### src/design/lkvc_pkg.sv
// ----------------------------------------------------------------------------
// lkvc_pkg: shared types and constants of the lru key/value cache
// default sizes, capacity register layout and the per-cell control word
// ----------------------------------------------------------------------------
package lkvc_pkg;

	localparam int SLOTS_DEFAULT      = 16;
	localparam int KEY_SPACE_DEFAULT  = 1024;
	localparam int VALUE_BITS_DEFAULT = 64;

	// capacity register
	localparam int          CAP_W     = 5;
	localparam logic [4:0]  CAP_RESET = 5'd16;

	// operation codes
	localparam logic OP_GET = 1'b0;
	localparam logic OP_PUT = 1'b1;

	// control word sent to each cell of the recency chain
	typedef struct packed {
		logic clear;  // drop the entry (cache emptied)
		logic shift;  // take the neighbor's entry this cycle
	} lkvc_cell_ctrl_t;

endpackage

### src/design/lru_key_value_cache.sv
// ----------------------------------------------------------------------------
// lru_key_value_cache: least-recently-used key/value cache
// entries sit in a chain of cells ordered by recency, cell 0 most recent;
// a hit or an insert moves the entry to cell 0 while older cells shift down
// ----------------------------------------------------------------------------
// sequence: the result word is registered after the search and chain update
//   steps, and later while the result register is stalled
// requests: a new word is accepted only after the previous one has passed
//   accept, search and chain update, set by the search-then-shift sequence of the single cell chain
// reset: cache empty, capacity 16, no result pending; no clearing pass
// ----------------------------------------------------------------------------
module lru_key_value_cache
	import lkvc_pkg::*;
#(
	parameter int SLOTS      = SLOTS_DEFAULT,
	parameter int KEY_SPACE  = KEY_SPACE_DEFAULT,
	parameter int VALUE_BITS = VALUE_BITS_DEFAULT
) (
	input  logic                                       clk,
	input  logic                                       arst_n,
	// configuration
	input  logic                                       cfg_we,
	input  logic [CAP_W-1:0]                           cfg_wdata,
	// request channel
	input  logic                                       req_valid,
	output logic                                       req_stall,
	input  logic                                       operation,
	input  logic [(KEY_SPACE > 1 ? $clog2(KEY_SPACE) : 1)-1:0] key,
	input  logic [VALUE_BITS-1:0]                      write_value,
	// response channel
	output logic                                       rsp_valid,
	input  logic                                       rsp_stall,
	output logic                                       found,
	output logic [VALUE_BITS-1:0]                      read_value,
	output logic                                       evicted,
	output logic [(KEY_SPACE > 1 ? $clog2(KEY_SPACE) : 1)-1:0] evicted_key
);

	localparam int KEY_W = (KEY_SPACE > 1) ? $clog2(KEY_SPACE) : 1;
	localparam int IDX_W = (SLOTS > 1) ? $clog2(SLOTS) : 1;
	localparam int OCC_W = $clog2(SLOTS + 1);

	typedef enum logic [1:0] {
		ST_IDLE,
		ST_SEARCH,
		ST_UPDATE
	} state_t;

	state_t state_q;

	// capacity and fill level
	logic [CAP_W-1:0] cap_q;
	logic [OCC_W-1:0] occ_q;
	logic [OCC_W-1:0] eff_cap;

	// captured request word
	logic                  op_q;
	logic [KEY_W-1:0]      key_q;
	logic [VALUE_BITS-1:0] wv_q;
	logic                  in_range_q;

	// search results
	logic                  hit_q;
	logic [IDX_W-1:0]      hit_idx_q;
	logic [VALUE_BITS-1:0] hit_value_q;
	logic                  full_q;
	logic [KEY_W-1:0]      lru_key_q;

	// cell chain, index 0 is the head input
	logic [KEY_W-1:0]      chain_key   [SLOTS+1];
	logic [VALUE_BITS-1:0] chain_value [SLOTS+1];
	logic                  chain_valid [SLOTS+1];
	logic [SLOTS-1:0]      cell_valid;
	logic [SLOTS-1:0]      match_vec;
	lkvc_cell_ctrl_t       cell_ctrl   [SLOTS];

	logic                  out_free;
	logic                  do_update;
	logic                  commit;
	logic [IDX_W-1:0]      limit;
	logic                  any_match;
	logic [IDX_W-1:0]      match_idx;
	logic [VALUE_BITS-1:0] match_value;
	logic [KEY_W-1:0]      lru_key;

	// clamp capacity into 1..SLOTS
	always_comb begin
		if (cap_q == '0) begin
			eff_cap = OCC_W'(1);
		end else if (int'(cap_q) > SLOTS) begin
			eff_cap = OCC_W'(SLOTS);
		end else begin
			eff_cap = OCC_W'(cap_q);
		end
	end

	assign req_stall = (state_q != ST_IDLE);
	assign out_free  = !rsp_valid || !rsp_stall;

	// entry moves to the head on any hit, or on an in-range put miss
	assign do_update = in_range_q && (hit_q || (op_q == OP_PUT));
	assign commit    = (state_q == ST_UPDATE) && out_free;

	// deepest cell that shifts: the hit cell, the lru cell when full,
	// else the first empty cell
	always_comb begin
		if (hit_q) begin
			limit = hit_idx_q;
		end else if (full_q) begin
			limit = IDX_W'(occ_q - OCC_W'(1));
		end else begin
			limit = IDX_W'(occ_q);
		end
	end

	// head of the chain: the entry that becomes most recent
	assign chain_key[0]   = key_q;
	assign chain_value[0] = (op_q == OP_PUT) ? wv_q : hit_value_q;
	assign chain_valid[0] = 1'b1;

	genvar gi;
	generate
		for (gi = 0; gi < SLOTS; gi++) begin : g_cell
			always_comb begin
				cell_ctrl[gi].clear = cfg_we;
				cell_ctrl[gi].shift = commit && do_update && (gi <= int'(limit));
			end

			lkvc_cell #(
				.KEY_W      (KEY_W),
				.VALUE_BITS (VALUE_BITS)
			) u_cell (
				.clk        (clk),
				.arst_n     (arst_n),
				.ctrl       (cell_ctrl[gi]),
				.prev_key   (chain_key[gi]),
				.prev_value (chain_value[gi]),
				.prev_valid (chain_valid[gi]),
				.cmp_key    (key_q),
				.key        (chain_key[gi+1]),
				.value      (chain_value[gi+1]),
				.valid      (chain_valid[gi+1]),
				.match      (match_vec[gi])
			);

			assign cell_valid[gi] = chain_valid[gi+1];
		end
	endgenerate

	// and-or reduction of the match and lru cells; keys are unique so at
	// most one cell matches
	always_comb begin
		any_match   = 1'b0;
		match_idx   = '0;
		match_value = '0;
		lru_key     = '0;
		for (int i = 0; i < SLOTS; i++) begin
			any_match   = any_match | match_vec[i];
			match_idx   = match_idx | (match_vec[i] ? IDX_W'(i) : '0);
			match_value = match_value | (match_vec[i] ? chain_value[i+1] : '0);
			if (cell_valid[i] && ((i == SLOTS - 1) || !chain_valid[i+2 > SLOTS ? SLOTS : i+2]))
			begin
				lru_key = lru_key | chain_key[i+1];
			end
		end
	end

	// sequencer, capacity, fill level and result register
	always_ff @(posedge clk or negedge arst_n) begin
		if (!arst_n) begin
			state_q   <= ST_IDLE;
			cap_q     <= CAP_RESET;
			occ_q     <= '0;
			rsp_valid <= 1'b0;
		end else begin
			if (rsp_valid && !rsp_stall) begin
				rsp_valid <= 1'b0;
			end
			if (cfg_we) begin
				cap_q <= cfg_wdata;
				occ_q <= '0;
			end
			case (state_q)
				ST_IDLE: begin
					if (req_valid) begin
						state_q <= ST_SEARCH;
					end
				end
				ST_SEARCH: begin
					state_q <= ST_UPDATE;
				end
				ST_UPDATE: begin
					if (out_free) begin
						state_q   <= ST_IDLE;
						rsp_valid <= 1'b1;
						if (do_update && !hit_q && !full_q) begin
							occ_q <= occ_q + OCC_W'(1);
						end
					end
				end
				default: begin
					state_q <= ST_IDLE;
				end
			endcase
		end
	end

	// payload registers
	always_ff @(posedge clk) begin
		if (state_q == ST_IDLE && req_valid) begin
			op_q       <= operation;
			key_q      <= key;
			wv_q       <= write_value;
			in_range_q <= ({1'b0, key} < (KEY_W+1)'(KEY_SPACE));
		end
		if (state_q == ST_SEARCH) begin
			hit_q       <= any_match && in_range_q;
			hit_idx_q   <= match_idx;
			hit_value_q <= match_value;
			full_q      <= (occ_q >= eff_cap);
			lru_key_q   <= lru_key;
		end
		if (commit) begin
			found       <= hit_q;
			read_value  <= (hit_q && op_q == OP_GET) ? hit_value_q : '0;
			evicted     <= in_range_q && !hit_q && (op_q == OP_PUT) && full_q;
			evicted_key <= (in_range_q && !hit_q && (op_q == OP_PUT) && full_q)
				? lru_key_q : '0;
		end
	end

	// live entries fill the chain from the head, one per counted slot
	a_valid_count: assert property (@(posedge clk) disable iff (!arst_n)
		$countones(cell_valid) == int'(occ_q))
		else $error("cell valid bits disagree with fill level");

	// fill level never passes the clamped capacity
	a_occ_cap: assert property (@(posedge clk) disable iff (!arst_n)
		occ_q <= eff_cap)
		else $error("fill level above capacity");

	// a key lives in at most one cell
	a_unique_key: assert property (@(posedge clk) disable iff (!arst_n)
		(state_q == ST_SEARCH) |-> $onehot0(match_vec))
		else $error("duplicate key in chain");

	// a result word appears only out of the update step
	a_rsp_origin: assert property (@(posedge clk) disable iff (!arst_n)
		$rose(rsp_valid) |-> $past(state_q == ST_UPDATE))
		else $error("result word without update");

endmodule

### src/design/lkvc_cell.sv
// ----------------------------------------------------------------------------
// lkvc_cell: one entry of the recency chain
// holds a key, a data word and a valid bit; compares against the lookup key
// and takes its newer neighbor's entry when told to shift
// ----------------------------------------------------------------------------
module lkvc_cell
	import lkvc_pkg::*;
#(
	parameter int KEY_W      = 10,
	parameter int VALUE_BITS = VALUE_BITS_DEFAULT
) (
	input  logic                  clk,
	input  logic                  arst_n,
	input  lkvc_cell_ctrl_t       ctrl,
	input  logic [KEY_W-1:0]      prev_key,
	input  logic [VALUE_BITS-1:0] prev_value,
	input  logic                  prev_valid,
	input  logic [KEY_W-1:0]      cmp_key,
	output logic [KEY_W-1:0]      key,
	output logic [VALUE_BITS-1:0] value,
	output logic                  valid,
	output logic                  match
);

	logic [KEY_W-1:0]      key_q;
	logic [VALUE_BITS-1:0] value_q;
	logic                  valid_q;

	always_ff @(posedge clk or negedge arst_n) begin
		if (!arst_n) begin
			valid_q <= 1'b0;
		end else if (ctrl.clear) begin
			valid_q <= 1'b0;
		end else if (ctrl.shift) begin
			valid_q <= prev_valid;
		end
	end

	always_ff @(posedge clk) begin
		if (ctrl.shift) begin
			key_q   <= prev_key;
			value_q <= prev_value;
		end
	end

	assign key   = key_q;
	assign value = value_q;
	assign valid = valid_q;
	assign match = valid_q && (key_q == cmp_key);

endmodule
### config.mk
export PLATFORM = sky130hd
export DESIGN_NAME = lru_key_value_cache
export DESIGN_NICKNAME = d
export VERILOG_FILES = /design/src/design/lkvc_pkg.sv /design/src/design/lru_key_value_cache.sv /design/src/design/lkvc_cell.sv
export SDC_FILE = /design/constraint.sdc
export NUM_CORES = 2
export LEC_CHECK = 0
export BUFFER_PORTS_ARGS = -buffer_cell sky130_fd_sc_hd__buf_2
export CORE_MARGIN = 1.5
export CORE_UTILIZATION = 40
export CTS_CLUSTER_SIZE = 40
export DETAILED_ROUTE_END_ITERATION = 10
export GPL_ROUTABILITY_DRIVEN = 0
export GPL_TIMING_DRIVEN = 0
export HOLD_SLACK_MARGIN = 0.12
export PLACE_DENSITY_LB_ADDON = 0.15
export SETUP_SLACK_MARGIN = 0.4
export SYNTH_ARGS = -nofsm -noshare
export SYNTH_HDL_FRONTEND = slang
export SYNTH_HIERARCHICAL = 1
export SYNTH_SLANG_ARGS = --single-unit
### constraint.sdc
create_clock -name clk -period 8.4 [get_ports clk]
set_input_delay 0.84 -clock clk [delete_from_list [all_inputs] [get_ports clk]]
set_output_delay 0.84 -clock clk [all_outputs]
set_load 0.03 [all_outputs]
# Word level (Yosys, flattened, before mapping)
# Index checks and enable logic that the tools add are counted.
[totals]
regBits = 1444
latch_bits = 0
ram_bits = 0
mem_bits_ro = 0
input_bits = 85
out_inout_bits = 78
wordCells = 353
n_memories = 0
[classes]
add_sub_neg = 2
n_mul = 0
div_mod_pow = 0
order_cmp = 17
n_eq_ne = 20
shifts = 0
muxes = 94
bitwise_logic = 60
n_reduce_logical = 96
[ops]
columns = ["op", "n"]
rows = [
  ["two-way mux 64 bit", 17],
  ["OR 64 bit", 15],
  ["equality test 10 bit", 16],
  ["two-way mux 10 bit", 16],
  ["OR 10 bit", 15],
  ["logical AND 1 bit", 55],
  ["two-way mux 4 bit", 10],
  ["two-way mux 1 bit", 36],
  ["nonzero test 2 bit", 17],
  ["<= comparator 4 bit, first input constant", 8],
  ["two-way mux 5 bit", 6],
  ["OR 4 bit", 7],
  ["logical NOT 1 bit", 19],
  ["<= comparator 3 x 4 -> 1 bit, first input constant", 4],
  ["OR 1 bit", 15],
  ["two-way mux 3 bit", 4],
  ["OR 3 bit", 3],
  ["<= comparator 2 x 4 -> 1 bit, first input constant", 2],
  ["two-way mux 2 bit", 4],
  ["one-hot mux 2 bit (3 select lines)", 1],
  ["adder 5 x 1 -> 5 bit, second input constant", 1],
  [">= comparator 5 bit", 1],
  ["greater-than comparator 5 bit, second input constant", 1],
  ["logical NOT 5 bit", 1],
  ["other kinds (13)", 15],
]

# Logic depth before layout (Yosys ltp)
[logic_depth]
depth_word = 33
mapped_depth = 8
ltp_nobuf = 8

# Modules after synthesis
# The synthesis kept the hierarchy.
[by_module_without_submodules]
columns = ["mod", "instances", "cells_each", "area_each_um2", "seq_area_each_um2"]
rows = [
  ["lkvc_cell", 16, 91, 2376.0, 2247.2],
  ["lru_key_value_cache", 1, 1331, 15730.1, 7263.2],
]

# Worst setup path after synthesis
# OpenSTA, ideal clock, no wires.
[synth_path]
kind = "input -> register"
from = "input rsp_stall"
to = "register g_cell[3].u_cell.valid_q"
setup_ps = 137
arrival_ps = 9221
t_required_ps = 8263
path_slack_ps = -957
stages = 5
n_path_buf = 0
path_cell_list = "a21oi_2 o21ai_2 o21ai_0 mux2i_1 nor2_1"
[synth_rtl]
columns = ["item", "line", "source"]
rows = [
  ["start, declared", "lru_key_value_cache.sv:32", "input logic rsp_stall,"],
  ["end signal, assigned", "lkvc_cell.sv:35", "valid_q <= prev_valid;"],
  ["end, declared", "lkvc_cell.sv:27", "logic valid_q;"],
]

==> summary.md <==
| Metric | Value |
|---|---|
| Final Slew Violations | `45` |
| Core Region | `133000 sq um` |
| Main combinational cell family by area after synthesis | `compound AO/OA/AOI/OAI gates` |
| Largest net degree at the start of global routing | `53` |
| Tmin final | `4.78 ns` |
| Initial antenna violation count | `9` |
| Maxcap violations | `6` |
| R2r setup slk | `3.62 ns` |
| Mean area per synthesized cell | `19.3 sq um` |
| Worst Reg-to-Reg Cells | `11` |
| CTS-repair resized insts | `0` |
| Worst Setup End Kind | `register` |
| WHS Path Cells | `1` |
| Overflow after GRT | `0` |
| Post-synth EDFFs | `1415` |
| Sequential cell area | `43200 sq um` |
| Worst setup path category | `reg2reg` |
| RR Startpoint | `state_q[0]$_DFFE_PN0P_` |
| Filler cell count | `11225` |
| I/O Buffers | `162` |
| Die height | `370 microns` |
| Detailed Route WL | `188000 microns` |
| Initial core utilization | `40.3%` |
| Antenna viol nets, final | `0` |
| P&R area growth vs syn | `18.1%` |
| Gr usage total | `27.3%` |
| Setup crit start | `state_q[0]$_DFFE_PN0P_` |
| Worst Max-Slew Pin Slew | `1.65 ns` |
| Pre-antenna DRT Iters | `6` |
| Die area | `137000 sq um` |
| Final #Nets | `3269` |
| Synth top area cells | `edfxtp_1, a221oi_1, a22o_1` |
| Clock Root Buffer | `clkbuf_16` |
| Hold crit path type | `in2reg` |
| Hold Vio Cnt, Final | `0` |
| Via count | `32073` |
| Failing checks | `max-capacitance violations, max-slew violations` |
| Bufs on Longest Clock Path | `3` |
| Total chip power | `18.1 mW` |
| Min-Delay Startpoint | `write_value[39]` |
| Cell count after synthesis | `2787` |
| Slew headroom | `-10.2%` |
| First-pass GRT wire length | `258000 microns` |
| DP HPWL | `118000 microns` |
| Final setup viols | `0` |
| Top_reg_cell synth | `edfxtp_1` |
| Initial DRC Count | `4037` |
| Unrepaired setup endpoints after global routing | `no` |
| Via/cell ratio | `6.33` |
| CTS HTree Levels | `4` |
| TritonCTS clock tree | `built` |
| # rows | `134` |
| Period utilization | `56.9%` |
| Finished Core Util | `47.5%` |
| Simple-gate share of the synthesized area | `3.66%` |
| Max Clock Skew | `0.0265 ns` |
| Share of cells above drive strength 1 | `19.7%` |
| Chip Width | `370 microns` |
| Most common cell after layout, fill and taps aside | `edfxtp_1` |
| Top cell type's share of synthesized area | `79.1%` |
| CP Max Fanout | `48` |
| Clock-pin slew on the worst setup and hold paths | `0.06 ns` |
| Compound-Gate Fraction of Synth Area | `10.0%` |
| Cell Area, Synth | `53700 sq um` |
| Maximum vdd ir drop | `0.186 mV` |
| Reg2reg end | `g_cell[15].u_cell/value[24]$_DFFE_PP_` |
| Unique cell type count in the Yosys netlist | `50` |
| Register area share after synthesis | `80.4%` |
| WP data arrival | `5.24 ns` |
| Setup crit end | `g_cell[15].u_cell/value[24]$_DFFE_PP_` |
| Post-synthesis mux area share | `1.83%` |
| CP startpoint kind | `register` |
| Clk Latency, worst-skew pair | `0.78 ns` |
| Hold Slack | `0.228 ns` |
| TritonCTS Sinks | `1444` |
| Clock buffer count from CTS | `152` |
| Remaining DRCs | `0` |
| XOR/XNOR Fraction of Synth Area | `2.62%` |
| Async set or reset register ratio after synthesis | `2.01%` |
| Largest area contributor in the netlist | `edfxtp_1` |
| P_leak | `20.5 nW` |
| Area of the multi-input gates | `9970 sq um` |
| I/O Pins | `163` |
| Synth Area in Adders | `0.163%` |
| WL/cell | `37.0 microns` |
| Commonest cells after routing, fill and taps aside | `edfxtp_1, a22o_1, a221oi_1` |
| Max Fclk | `209 MHz` |
| Power Dens Cells | `285 nW/um^2` |
| Vias in the first global route | `32138` |
| Synthesized net count | `2879` |
| Critical Path RT | `8.86 ns` |
| Yosys reg bits | `1444` |
| Synth Warn # | `6` |
| Status | `finished, violations left` |
[cells by family after synthesis]
logic type,Yosys count
AOI/OAI and AO/OA,617
DFF,1444
buffers and inverters,160
other,1
and+or+nand+nor,308
muxes,89
adders and majority gates,7
xor gates and xnor gates,161
[flip-flops by register name, indices dropped and copies added (netlist names), 2 cells and up]
register	count
evicted_key	10
read_value	64
wv_q	64
occ_q	5
lru_key_q	10
g_cell.u_cell/key	160
g_cell.u_cell/value	1024
g_cell.u_cell/valid	16
state_q	2
hit_value_q	64
key_q	10
cap_q	5
hit_idx_q	4
[where the power goes]
group,switching (mW),leakage [nW],internal (mW)
Clock,2.91,2.36,3.83
Sequential,0.507,13.3,9.03
Combinational,1.25,4.77,0.541
[Yosys cell counts (all sizes together), types with 3 or more instances]
master  instances
edfxtp       1415
a221oi        296
a22o          296
xnor2         161
nand4         106
buf            92
mux2           69
nor3b          66
clkbuf         61
nor2           32
dfrtp          28
nor3           24
nand3          21
mux2i          20
nor2b          17
nand2          16
and2           11
o21ai          11
ha              7
inv             7
a21oi           4
a21o            3
and3            3
nand2b          3
nor4            3
[layout make-up]
| class | count | share of cell area (%) |
|---|---|---|
| flip-flops and latches | 1444 | 68.1 |
| multi-input cells | 1183 | 15.7 |
| repair buffers | 236 | 3.92 |
| clock buffers | 188 | 6.37 |
| diodes | 2 | 0.00789 |
| inverters | 7 | 0.0572 |
| plain buffers | 153 | 1.08 |
| well taps | 1768 | 3.49 |
| clock inverters | 84 | 1.27 |
[what timing repair did]
item / CTS / global route
hold buffers: 1 / 0
setup buffers: 0 / 0
hold endpoints to repair: 27 / 0
[layer usage]
metal / part of all wire, % / vias to the layer above / track usage (%)
met5: 0.028 / - / 0.285
met2: 46 / 2311 / 43.0
li1: - / 12572 / -
met3: 11 / 431 / 7.11
met4: 4.1 / 8 / 10.5
met1: 39 / 16751 / 36.4
[critical path, stage by stage (launching register included)]
cell,delay [ns]
dfrtp_1,0.40
nand2b_1,0.21
a21oi_4,0.67
o21ai_2,0.34
inv_6,0.40
buf_16,0.35
nand3_1,0.39
nor3_4,0.86
buf_16,0.24
buf_8,0.17
buf_8,0.16
buf_8,0.21
[worst min path at each step]
| stage | to |
|---|---|
| final | wv_q[39]$_DFFE_PP_ |
| after global routing | wv_q[31]$_DFFE_PP_ |
| after CTS | wv_q[39]$_DFFE_PP_ |
| after detailed placement | g_cell[4].u_cell/value[25]$_DFFE_PP_ |
| after global placement | g_cell[15].u_cell/value[17]$_DFFE_PP_ |
| after floorplan | g_cell[3].u_cell/value[61]$_DFFE_PP_ |
[stage by stage]
step | setup WS [ns] | setup TNS [ns] | instance area (sq um) | cells
after floorplan | 0.340 | 0 | 53800 | 2787
after global placement | -7.57 | -5940.77 | 56800 | 4717
after detailed placement | 3.21 | 0 | 58600 | 4790
after CTS | 3.54 | 0 | 63500 | 5063
after global routing | 3.38 | 0 | 63500 | 5063
final | 3.62 | 0 | 63500 | 5065
(Power assumes the default switching activity.)
